File: config.mk
export PLATFORM = sky130hd
export DESIGN_NAME = subset_sum_enumerator
export DESIGN_NICKNAME = d
export VERILOG_FILES = /design/src/sse_pkg.sv /design/src/sse_ram.sv /design/src/sse_front.sv /design/src/sse_queue.sv /design/src/sse_back.sv /design/src/subset_sum_enumerator.sv
export VERILOG_INCLUDE_DIRS = /design/src /design/src/src
export SDC_FILE = /design/constraint.sdc
export NUM_CORES = 1
export LEC_CHECK = 0
export BUFFER_PORTS_ARGS = -buffer_cell sky130_fd_sc_hd__buf_4
export CORE_MARGIN = 2
export CORE_UTILIZATION = 55
export DETAILED_ROUTE_END_ITERATION = 10
export PLACE_DENSITY = 0.84
export SYNTH_ARGS = -nofsm -noshare
export SYNTH_HDL_FRONTEND = slang
export SYNTH_SLANG_ARGS = --single-unit
File: constraint.sdc
create_clock -name clk -period 5.2 [get_ports clk]
set_input_delay 1.04 -clock clk [delete_from_list [all_inputs] [get_ports clk]]
set_output_delay 1.04 -clock clk [all_outputs]
set_load 0.005 [all_outputs]
File: src/subset_sum_enumerator_macros.svh
// assertion macros used by sse_back
`ifndef SUBSET_SUM_ENUMERATOR_MACROS_SVH
`define SUBSET_SUM_ENUMERATOR_MACROS_SVH

`ifndef NO_ASSERTIONS
`define SSE_ASSERT_IMPLIES(label, clk, rst, ante, cons) \
  label: assert property (@(posedge clk) disable iff (rst) (ante) |-> (cons)) \
    else $error("assertion failed");
`define SSE_ASSERT_NEXT(label, clk, rst, ante, cons) \
  label: assert property (@(posedge clk) disable iff (rst) (ante) |=> (cons)) \
    else $error("assertion failed");
`else
`define SSE_ASSERT_IMPLIES(label, clk, rst, ante, cons)
`define SSE_ASSERT_NEXT(label, clk, rst, ante, cons)
`endif

`endif

File: src/sse_pkg.sv
`timescale 1ns / 1ps

package sse_pkg;

  localparam int DATA_W = 32;

  localparam logic [1:0] OP_CLEAR = 2'd0;
  localparam logic [1:0] OP_LOAD  = 2'd1;
  localparam logic [1:0] OP_STEP  = 2'd2;

  typedef enum logic [1:0] {
    CMD_CLEAR,
    CMD_LOAD,
    CMD_STEP
  } cmd_kind_t;

  typedef struct packed {
    cmd_kind_t          kind;
    logic [DATA_W-1:0]  value;
  } cmd_t;

  typedef enum logic [2:0] {
    BK_IDLE,
    BK_SUM,
    BK_CMP,
    BK_EMIT_SCAN,
    BK_EMIT_WR,
    BK_EMPTY,
    BK_EXH
  } back_state_t;

endpackage

File: src/sse_ram.sv
`timescale 1ns / 1ps

module sse_ram #(
  parameter int WIDTH = 32,
  parameter int DEPTH = 16
) (
  input  logic                                      clk,
  input  logic                                      we,
  input  logic [((DEPTH > 1) ? $clog2(DEPTH) : 1)-1:0] waddr,
  input  logic [WIDTH-1:0]                          wdata,
  input  logic                                      re,
  input  logic [((DEPTH > 1) ? $clog2(DEPTH) : 1)-1:0] raddr,
  output logic [WIDTH-1:0]                          rdata
);

  logic [WIDTH-1:0] mem [DEPTH];

  always_ff @(posedge clk) begin
    if (we) begin
      mem[waddr] <= wdata;
    end
    if (re) begin
      rdata <= mem[raddr];
    end
  end

endmodule

File: src/sse_front.sv
`timescale 1ns / 1ps

module sse_front (
  input  logic                        item_valid,
  output logic                        item_ready,
  input  logic [1:0]                  op,
  input  logic [sse_pkg::DATA_W-1:0]  value,
  input  logic                        q_ready,
  output logic                        q_push,
  output sse_pkg::cmd_t               q_cmd
);

  logic known;

  // unused op code is taken and dropped
  always_comb begin
    known       = 1'b1;
    q_cmd.value = value;
    q_cmd.kind  = sse_pkg::CMD_STEP;
    unique case (op)
      sse_pkg::OP_CLEAR: q_cmd.kind = sse_pkg::CMD_CLEAR;
      sse_pkg::OP_LOAD:  q_cmd.kind = sse_pkg::CMD_LOAD;
      sse_pkg::OP_STEP:  q_cmd.kind = sse_pkg::CMD_STEP;
      default:           known      = 1'b0;
    endcase
  end

  assign item_ready = q_ready;
  assign q_push     = item_valid && q_ready && known;

endmodule

File: src/sse_queue.sv
`timescale 1ns / 1ps

module sse_queue (
  input  logic           clk,
  input  logic           rst,
  input  logic           push,
  input  sse_pkg::cmd_t  push_cmd,
  output logic           push_ready,
  output logic           pop_valid,
  output sse_pkg::cmd_t  pop_cmd,
  input  logic           pop
);

  sse_pkg::cmd_t entries [2];
  logic          wr_ptr;
  logic          rd_ptr;
  logic [1:0]    fill;

  assign push_ready = (fill != 2'd2);
  assign pop_valid  = (fill != 2'd0);
  assign pop_cmd    = entries[rd_ptr];

  always_ff @(posedge clk) begin
    if (rst) begin
      wr_ptr <= 1'b0;
      rd_ptr <= 1'b0;
      fill   <= 2'd0;
    end else begin
      if (push) begin
        wr_ptr <= ~wr_ptr;
      end
      if (pop && pop_valid) begin
        rd_ptr <= ~rd_ptr;
      end
      fill <= fill + 2'(push) - 2'(pop && pop_valid);
    end
  end

  always_ff @(posedge clk) begin
    if (push) begin
      entries[wr_ptr] <= push_cmd;
    end
  end

endmodule

File: src/sse_back.sv
`timescale 1ns / 1ps
`include "subset_sum_enumerator_macros.svh"

module sse_back #(
  parameter int MAX_ELEMENTS = 16
) (
  input  logic                        clk,
  input  logic                        rst,
  input  logic                        q_valid,
  input  sse_pkg::cmd_t               q_cmd,
  output logic                        q_ready,
  input  logic                        cfg_valid,
  output logic                        cfg_ready,
  input  logic [sse_pkg::DATA_W-1:0]  cfg_data,
  output logic                        result_valid,
  input  logic                        result_ready,
  output logic [sse_pkg::DATA_W-1:0]  element,
  output logic                        last_of_subset,
  output logic                        empty_subset,
  output logic                        exhausted
);

  localparam int IW = (MAX_ELEMENTS > 1) ? $clog2(MAX_ELEMENTS) : 1;
  localparam int NW = $clog2(MAX_ELEMENTS + 1);
  localparam int CW = MAX_ELEMENTS + 1;
  localparam int SW = sse_pkg::DATA_W + $clog2(MAX_ELEMENTS);

  sse_pkg::back_state_t state, state_next;

  logic [NW-1:0]               count, count_next;
  logic [CW-1:0]               counter, counter_next;
  logic [NW-1:0]               idx, idx_next;
  logic [NW-1:0]               didx, didx_next;
  logic                        dvalid, dvalid_next;
  logic signed [SW-1:0]        sum, sum_next;
  logic [sse_pkg::DATA_W-1:0]  target;
  logic                        result_valid_next;
  logic [sse_pkg::DATA_W-1:0]  element_next;
  logic                        last_next, empty_next, exhausted_next;

  logic                        ram_we, ram_re;
  logic [sse_pkg::DATA_W-1:0]  ram_rdata;

  logic [NW-1:0]               sh, sh_d;
  logic                        sel, sel_d, more, at_end, slot_free;
  logic [CW-1:0]               mask_lo;

  sse_ram #(
    .WIDTH (sse_pkg::DATA_W),
    .DEPTH (MAX_ELEMENTS)
  ) u_store (
    .clk   (clk),
    .we    (ram_we),
    .waddr (count[IW-1:0]),
    .wdata (q_cmd.value),
    .re    (ram_re),
    .raddr (idx[IW-1:0]),
    .rdata (ram_rdata)
  );

  // element i maps to counter bit count-1-i
  assign sh        = count - NW'(1) - idx;
  assign sh_d      = count - NW'(1) - didx;
  assign sel       = counter[sh];
  assign sel_d     = counter[sh_d];
  assign mask_lo   = ~({CW{1'b1}} << sh);
  assign more      = |(counter & mask_lo);
  assign at_end    = |(counter >> count);
  assign slot_free = !result_valid || result_ready;
  assign cfg_ready = 1'b1;

  always_comb begin
    state_next        = state;
    count_next        = count;
    counter_next      = counter;
    idx_next          = idx;
    didx_next         = didx;
    dvalid_next       = 1'b0;
    sum_next          = sum;
    result_valid_next = result_valid && !result_ready;
    element_next      = element;
    last_next         = last_of_subset;
    empty_next        = empty_subset;
    exhausted_next    = exhausted;
    q_ready           = 1'b0;
    ram_we            = 1'b0;
    ram_re            = 1'b0;
    unique case (state)
      sse_pkg::BK_IDLE: begin
        q_ready = 1'b1;
        if (q_valid) begin
          case (q_cmd.kind)
            sse_pkg::CMD_CLEAR: begin
              count_next   = '0;
              counter_next = '0;
            end
            sse_pkg::CMD_LOAD: begin
              if (count < NW'(MAX_ELEMENTS)) begin
                ram_we     = 1'b1;
                count_next = count + NW'(1);
              end
              counter_next = '0;
            end
            default: begin
              idx_next = '0;
              sum_next = '0;
              if (count == '0 || at_end) begin
                state_next = sse_pkg::BK_EXH;
              end else begin
                state_next = sse_pkg::BK_SUM;
              end
            end
          endcase
        end
      end
      sse_pkg::BK_SUM: begin
        // reads issue back to back, data lands in the cycle after the read
        if (idx != count) begin
          ram_re      = 1'b1;
          idx_next    = idx + NW'(1);
          didx_next   = idx;
          dvalid_next = 1'b1;
        end
        if (dvalid && sel_d) begin
          sum_next = sum + SW'(signed'(ram_rdata));
        end
        if (idx == count && !dvalid) begin
          state_next = sse_pkg::BK_CMP;
        end
      end
      sse_pkg::BK_CMP: begin
        idx_next = '0;
        if (sum == SW'(signed'(target))) begin
          if (counter == '0) begin
            state_next = sse_pkg::BK_EMPTY;
          end else begin
            state_next = sse_pkg::BK_EMIT_SCAN;
          end
        end else begin
          counter_next = counter + CW'(1);
          state_next   = sse_pkg::BK_IDLE;
        end
      end
      sse_pkg::BK_EMIT_SCAN: begin
        if (sel) begin
          ram_re     = 1'b1;
          state_next = sse_pkg::BK_EMIT_WR;
        end else begin
          idx_next = idx + NW'(1);
        end
      end
      sse_pkg::BK_EMIT_WR: begin
        if (slot_free) begin
          result_valid_next = 1'b1;
          element_next      = ram_rdata;
          last_next         = !more;
          empty_next        = 1'b0;
          exhausted_next    = 1'b0;
          if (more) begin
            idx_next   = idx + NW'(1);
            state_next = sse_pkg::BK_EMIT_SCAN;
          end else begin
            counter_next = counter + CW'(1);
            state_next   = sse_pkg::BK_IDLE;
          end
        end
      end
      sse_pkg::BK_EMPTY: begin
        if (slot_free) begin
          result_valid_next = 1'b1;
          element_next      = '0;
          last_next         = 1'b1;
          empty_next        = 1'b1;
          exhausted_next    = 1'b0;
          counter_next      = counter + CW'(1);
          state_next        = sse_pkg::BK_IDLE;
        end
      end
      sse_pkg::BK_EXH: begin
        if (slot_free) begin
          result_valid_next = 1'b1;
          element_next      = '0;
          last_next         = 1'b0;
          empty_next        = 1'b0;
          exhausted_next    = 1'b1;
          state_next        = sse_pkg::BK_IDLE;
        end
      end
      default: begin
        state_next = sse_pkg::BK_IDLE;
      end
    endcase
  end

  always_ff @(posedge clk) begin
    if (rst) begin
      state <= sse_pkg::BK_IDLE;
    end else begin
      state <= state_next;
    end
  end

  always_ff @(posedge clk) begin
    if (rst) begin
      count        <= '0;
      counter      <= '0;
      dvalid       <= 1'b0;
      result_valid <= 1'b0;
      target       <= '0;
    end else begin
      count        <= count_next;
      counter      <= counter_next;
      dvalid       <= dvalid_next;
      result_valid <= result_valid_next;
      if (cfg_valid) begin
        target <= cfg_data;
      end
    end
  end

  always_ff @(posedge clk) begin
    idx            <= idx_next;
    didx           <= didx_next;
    sum            <= sum_next;
    element        <= element_next;
    last_of_subset <= last_next;
    empty_subset   <= empty_next;
    exhausted      <= exhausted_next;
  end

  `SSE_ASSERT_IMPLIES(a_count_range, clk, rst, 1'b1, count <= NW'(MAX_ELEMENTS))
  `SSE_ASSERT_IMPLIES(a_empty_is_last, clk, rst, result_valid && empty_subset, last_of_subset && element == '0)
  `SSE_ASSERT_IMPLIES(a_exh_clean, clk, rst, result_valid && exhausted, !last_of_subset && !empty_subset)
  `SSE_ASSERT_NEXT(a_sum_exit, clk, rst, state == sse_pkg::BK_SUM, state == sse_pkg::BK_SUM || state == sse_pkg::BK_CMP)

endmodule

File: src/subset_sum_enumerator.sv
`timescale 1ns / 1ps
// channel  dir  handshake                    payload
// item     in   item_valid / item_ready      op, value
// result   out  result_valid / result_ready  element, last_of_subset, empty_subset, exhausted
// config   in   cfg_valid / cfg_ready        target_sum
//
// clear and load are taken from the idle state; op code 3 is dropped at the front
// a step over n elements reads them in turn, bound by the one read port, then compares the sum;
// a match then scans the elements up to its last one and reports each element in it,
// or reports the empty subset
// reset empties the list and the subset counter and sets the target to 0, not the store
// a held result stalls the back end; the two-item queue then fills and item_ready drops

module subset_sum_enumerator #(
  parameter int MAX_ELEMENTS = 16
) (
  input  logic                        clk,
  input  logic                        rst,
  input  logic                        item_valid,
  output logic                        item_ready,
  input  logic [1:0]                  op,
  input  logic [sse_pkg::DATA_W-1:0]  value,
  input  logic                        cfg_valid,
  output logic                        cfg_ready,
  input  logic [sse_pkg::DATA_W-1:0]  target_sum,
  output logic                        result_valid,
  input  logic                        result_ready,
  output logic [sse_pkg::DATA_W-1:0]  element,
  output logic                        last_of_subset,
  output logic                        empty_subset,
  output logic                        exhausted
);

  logic          push, push_ready, pop_valid, pop;
  sse_pkg::cmd_t push_cmd, pop_cmd;

  sse_front u_front (
    .item_valid (item_valid),
    .item_ready (item_ready),
    .op         (op),
    .value      (value),
    .q_ready    (push_ready),
    .q_push     (push),
    .q_cmd      (push_cmd)
  );

  sse_queue u_queue (
    .clk        (clk),
    .rst        (rst),
    .push       (push),
    .push_cmd   (push_cmd),
    .push_ready (push_ready),
    .pop_valid  (pop_valid),
    .pop_cmd    (pop_cmd),
    .pop        (pop)
  );

  sse_back #(
    .MAX_ELEMENTS (MAX_ELEMENTS)
  ) u_back (
    .clk            (clk),
    .rst            (rst),
    .q_valid        (pop_valid),
    .q_cmd          (pop_cmd),
    .q_ready        (pop),
    .cfg_valid      (cfg_valid),
    .cfg_ready      (cfg_ready),
    .cfg_data       (target_sum),
    .result_valid   (result_valid),
    .result_ready   (result_ready),
    .element        (element),
    .last_of_subset (last_of_subset),
    .empty_subset   (empty_subset),
    .exhausted      (exhausted)
  );

endmodule

---- Word level (Yosys, flattened, before mapping) ----
Memory sizes are Yosys's and may differ from the RTL's. A register that Yosys moved wholly into a read port is not among the register bits.
Index checks and enable logic that the tools add are counted.
cells by class
  add/subtract/negate cells ............... 9
  order comparisons ....................... 3
  equality and inequality tests ........... 31
  shifts and indexed selects .............. 2
  muxes and demuxes ....................... 62
  bitwise operators ....................... 5
  reductions and logical operators ........ 45
operators by type and width
  operator                 number
  $mux W36                 3
  $mux W17                 6
  $pmux W36 S2             1
  $pmux W17 S4             1
  $mux W32                 2
  $pmux W32 S2             1
  $add A36 B32 Y36         1
  $eq A36 B32 Y1           1
  $mux W5                  7
  $reduce_or A17 Y1        2
  $mux W3                  9
  $pmux W5 S5              1
  $ne A2 B1 Y1 const B     12
  $mux W1                  21
  $pmux W3 S6              1
  $add A17 B1 Y17 const B  1
  $and A17 B17 Y17         1
  $logic_not A17 Y1        1
  $not A17 Y17             1
  $shl A17 B5 Y17 const A  1
  $shr A17 B5 Y17          1
  $ne A2 B2 Y1 const B     7
  $reduce_and A7 Y1        2
  $lt A5 B6 Y1 const B     2
  other kinds (36)         71
word-level totals
  flip-flop bits (word level) ............. 144
  bits in writable memories ............... 580
  bits of input ports ..................... 71
  output and inout port bits .............. 38
  logic and storage cells ................. 175
  memories kept ........................... 2
memory list
  name                words  bits a word  read ports  clocked after Yosys merged registers in  write ports  RTL line         text
  u_back.u_store.mem  16     32           1           1                                        1            sse_ram.sv:16    logic [WIDTH-1:0] mem [DEPTH];
  u_queue.entries     2      34           1           1                                        1            sse_queue.sv:14  sse_pkg::cmd_t entries [2];

---- Logic depth before layout (Yosys ltp) ----
  word-level depth ........................ 9
  mapped depth ............................ 14
  gate-level depth less buffers ........... 12

---- By module ----
A second synthesis with hierarchy kept.
unflattened totals
  cells, all modules ...................... 1978
  area total of the unflattened synthesis .. 32449.9 um^2
by module, submodules not included
  module     instances  cells an instance  area each (um^2)  seq. area each (um^2)
  sse_ram    1          838                20155.6           16335.7
  sse_back   1          974                9197.6            3613.5
  sse_queue  1          129                2830.2            2142.1
  sse_front  1          37                 266.5             0.0

---- Least setup slack after synthesis ----
No wires, ideal clock.
  kind .................................... flip-flop to flip-flop
  from .................................... register u_back.idx[1]
  to ...................................... register u_back.u_store.rdata[0], read port of u_back.u_store.mem, enable pin
  library setup time ...................... 0.466 ns
  arrival ................................. 5.051 ns
  required time ........................... 4.734 ns
  path slack .............................. -0.316 ns
  stages on the path, launching flop included .. 13
  buffers on the path ..................... 3
  period minus slack after synthesis ...... 5.516 ns
  cell sequence ........................... edfxtp_1 clkbuf_1 clkbuf_1 clkbuf_1 inv_1 ha_1 nor2b_1 o21a_1 or4_1 a21oi_2 nand2_1 o21a_1 o21ai_0
on the way
  longest elaborated chain between the ends .. 5
ends and longest elaborated chain
  what                           RTL line         text
  from (decl)                    sse_back.sv:32   logic [NW-1:0] idx, idx_next;
  from (signal assigned)         sse_back.sv:222  idx <= idx_next;
  $sub A5 B5 Y5                  sse_back.sv:62   assign sh = count - NW'(1) - idx;
  $bmux W1 S5                    sse_back.sv:64   assign sel = counter[sh];
  $mux W1 (not written as such)  sse_back.sv:64
  $mux W1                        sse_back.sv:145  if (sel) begin
  $pmux W1 S2 (*)                sse_back.sv:88   unique case (state)
  named net u_back.ram_re        sse_back.sv:41   logic ram_we, ram_re;
  to (decl)                      sse_ram.sv:13    output logic [WIDTH-1:0] rdata
The timed path passes the listed nets; every way through them passes the cells marked *. The select of a mux whose other input is x is not followed.
A chain may end at the register's enable or synchronous reset.

---- Worst setup path in the final report ----
  from .................................... register u_back.count[0]
  to ...................................... register u_back.counter[14]
on the way
  longest elaborated chain between the ends .. 8
ends and longest elaborated chain
  what                         RTL line         text
  from (decl)                  sse_back.sv:30   logic [NW-1:0] count, count_next;
  from (signal assigned)       sse_back.sv:211  count <= count_next;
  $sub A5 B1 Y5                sse_back.sv:62
  $sub A5 B5 Y5                sse_back.sv:62
  $shl A17 B5 Y17              sse_back.sv:66   assign mask_lo = ~({CW{1'b1}} << sh);
  $not A17 Y17                 sse_back.sv:66
  $and A17 B17 Y17             sse_back.sv:67   assign more = |(counter & mask_lo);
  $reduce_or A17 Y1            sse_back.sv:67
  $ne A2 B2 Y1 (no line)       -
  $reduce_and A7 Y1 (no line)  -
  to (signal assigned)         sse_back.sv:212  counter <= counter_next;
  to (decl)                    sse_back.sv:31   logic [CW-1:0] counter, counter_next;
Every way passes these cells.

==> impl_metrics.env <==
export IMPL_status="finished clean"
export IMPL_path_max_fanout=17
export IMPL_critPathTopFamily="adder cells"
export IMPL_rows=88
export IMPL_track_usage=0.267
export IMPL_cp_startpoint="u_back.count[0]"
export IMPL_core_area_sq_mm=0.0576
export IMPL_hold_violations=0
export IMPL_hp_class="flip-flop to flip-flop"
export IMPL_grt_overflow_total=0
export IMPL_yosys_area_top_type="edfxtp_1"
export IMPL_area_delta_synth_final_pct=12.4
export IMPL_dr_pass1_iters=7
export IMPL_crit_buf_inv=1
export IMPL_setup_viol=0
export IMPL_first_global_vias=18500
export IMPL_synth_cell_types=87
export IMPL_hold_slack_ps=524
export IMPL_leakagePower_nw=12.0
export IMPL_vias=18000
export IMPL_initial_utilization=0.556
export IMPL_r2r_start="u_back.count[0]"
export IMPL_routed_wl_mm=78.6
export IMPL_htreeDepth=3
export IMPL_dieArea_sq_mm=0.0601
export IMPL_critPathRequiredTime_ps=5750
export IMPL_min_period_ps=4260
export IMPL_period_share=0.819
export IMPL_critPathMaxStageDelay_ps=820
export IMPL_synth_edff_count=693
export IMPL_setup_worst_path_class="flip-flop to flip-flop"
export IMPL_synth_common_cells="edfxtp_1, mux4_2, nor2_1, dfxtp_1, nand2_1"
export IMPL_vias_per_cell=6.51
export IMPL_wire_per_inst_um=28.4
export IMPL_yosysWarnings=0
export IMPL_cts_setup_buffers=0
export IMPL_clockBufferDepth=3
export IMPL_cp_arrival_ps=4810
export IMPL_crit_top_cell="nand2_1"
export IMPL_synth_top_area_frac=0.650
export IMPL_slew_violations=0
export IMPL_maxSlewHeadroom=0.132
export IMPL_hpwl_mm=43.5
export IMPL_cts_hold_buf=0
export IMPL_final_nets=2068
export IMPL_path_cells="inv_1 -> ha_1 -> fa_1 -> nand2_1 -> nand2_1 -> o21ai_0 -> a211oi_1 -> a41oi_2 -> nor3_2 -> a32o_1"
export IMPL_timing_setup_tns_ps=0
export IMPL_gp_congestion=0.926
export IMPL_cts_tree="built"
export IMPL_clk_latency_ps=650
export IMPL_avgSynthCellArea_sq_um=17.4
export IMPL_syn_inst=1839
export IMPL_drtIter0Drc=2321
export IMPL_synthFlopType="edfxtp_1"
export IMPL_n_antenna_cell=0
export IMPL_fin_skew_ps=40.9
export IMPL_grt_max_degree=79
export IMPL_design_area_sq_mm=0.0359
export IMPL_critPathCaptureType="flip-flop"
export IMPL_fmax_mhz=235
export IMPL_die_h_um=245
export IMPL_rsz0062_at_grt="no"
export IMPL_final_util=0.624
export IMPL_cap_violations=0
export IMPL_cts_sinks=757
export IMPL_syn_area_sq_mm=0.0320
export IMPL_ios=109
export IMPL_synthTopCellsByArea="edfxtp_1, mux4_2, dfxtp_1"
export IMPL_grt_pass1_wl_mm=118
export IMPL_remaining_drc_errors=0
export IMPL_root_buffer="clkbuf_16"
export IMPL_port_buffers=107
export IMPL_hp_start="u_back.target[13]"
export IMPL_antenna_found_initial=2
export IMPL_powerDensity_mw_per_mm2=538
export IMPL_drive_gt1_frac=0.238
export IMPL_yosysMostFrequentCell="edfxtp_1"
export IMPL_cts_repair_resized=0
export IMPL_cts_buffers=76
export IMPL_ys_ff_latch=757
export IMPL_synthArstFlopShare=0
export IMPL_fp_dieW_um=245
export IMPL_tightestPinTransition_ps=1300
export IMPL_clkTransAtPathRegs_ps=60
export IMPL_ant_nets=0
export IMPL_startpoint_type="flip-flop"
export IMPL_yosysSeqAreaShare=0.690
export IMPL_place_area_sq_mm=0.0335
export IMPL_ir_worst_vdd_uv=335
export IMPL_p_total_mw=19.3
export IMPL_crit_path_top_delay_cell="nor3_2"
export IMPL_synth_nets=1965
==> cell type report <==
cell class	instances	area, sq um
tap	765	957
clock buffer	96	2010
clock inverter	41	424
sequential	757	22100
fill	3769	21600
timing repair buffer	119	893
multi-input combinational	954	9440
inverter	34	128
==> placed cells by master, fill, tap and decap left out, types with 21 or more instances in the layout <==
cell and instances:
mux2_2 36, clkbuf_16 76, mux2i_1 38, buf_4 119, and2_1 34, xnor2_1 55, nor3_1 31, ha_1 52
nor2_1 95, dfxtp_1 63, and3_1 21, a21oi_1 52, nand2_1 62, o21ai_0 40, inv_1 32, edfxtp_1 693
mux4_2 169
==> worst min-delay path, stage by stage (launching register included) <==
cell     delay [ps]
dfxtp_1         340
mux2i_1          70
nor2_1           70
==> metrics by stage <==
| stage | std cells | setup slack (ps) |
|---|---|---|
| after global routing | 2766 | 688 |
| after CTS | 2766 | 1030 |
| after detailed placement | 2629 | 1040 |
| after global placement | 2629 | 1200 |
| final | 2766 | 943 |
| after floorplan | 1839 | 550 |
==> power by group <==
part	leakage [nW]	switching, mW	internal (mW)
clock network	1.19	2.40	2.98
logic	3.96	3.44	2.49
registers	6.80	0.343	7.69
total	12.0	6.18	13.2
==> registers in the layout, summed over array words and instances (netlist names), named ones only <==
register and cells:
u_queue.entries 68, u_back.sum 36, u_queue.fill 2, u_queue.rd_ptr 1, u_back.dvalid 1, u_back.empty_subset 1
u_back.element 32, u_back.last_of_subset 1, u_back.count 5, u_back.target 32, u_back.idx 5, u_back.u_store.rdata 32
u_back.result_valid 1, u_queue.wr_ptr 1, u_back.state 3, u_back.counter 17, u_back.exhausted 1, u_back.didx 5
u_back.u_store.mem 512
==> routing by layer <==
| metal | up-vias | routed length [um] | track usage |
|---|---|---|---|
| met3 | 216 | 6990 | 0.0485 |
| met1 | 9104 | 28700 | 0.343 |
| met2 | 1146 | 40000 | 0.453 |
| met4 | 0 | 2890 | 0.108 |
| li1 | 7549 | - | - |
| met5 | - | 0 | 0 |
==> cell families (layout without fill, tap and decap cells) <==
logic type / count (synthesis) / count (layout) / share of synthesized area
multiplexers: 243 / 243 / 0.144
AND/OR/NAND/NOR: 370 / 370 / 0.0612
other: 1 / 1 / 0.000117
XOR/XNOR: 74 / 74 / 0.0207
AO/OA/AOI/OAI: 211 / 211 / 0.0459
adder cells (fa/ha/maj): 55 / 55 / 0.0222
buffers and inverters: 128 / 290 / 0.0159
flip-flops: 757 / 757 / 0.690
==> final timing paths <==
path / endpoint / slack, ps / cells after the start
min reg2reg: u_back.target[13] / 520 / 2
max: u_back.counter[14] / 940 / 10
min: u_back.target[13] / 520 / 2
max reg2reg: u_back.counter[14] / 940 / 10
(Power assumes the default switching activity.)
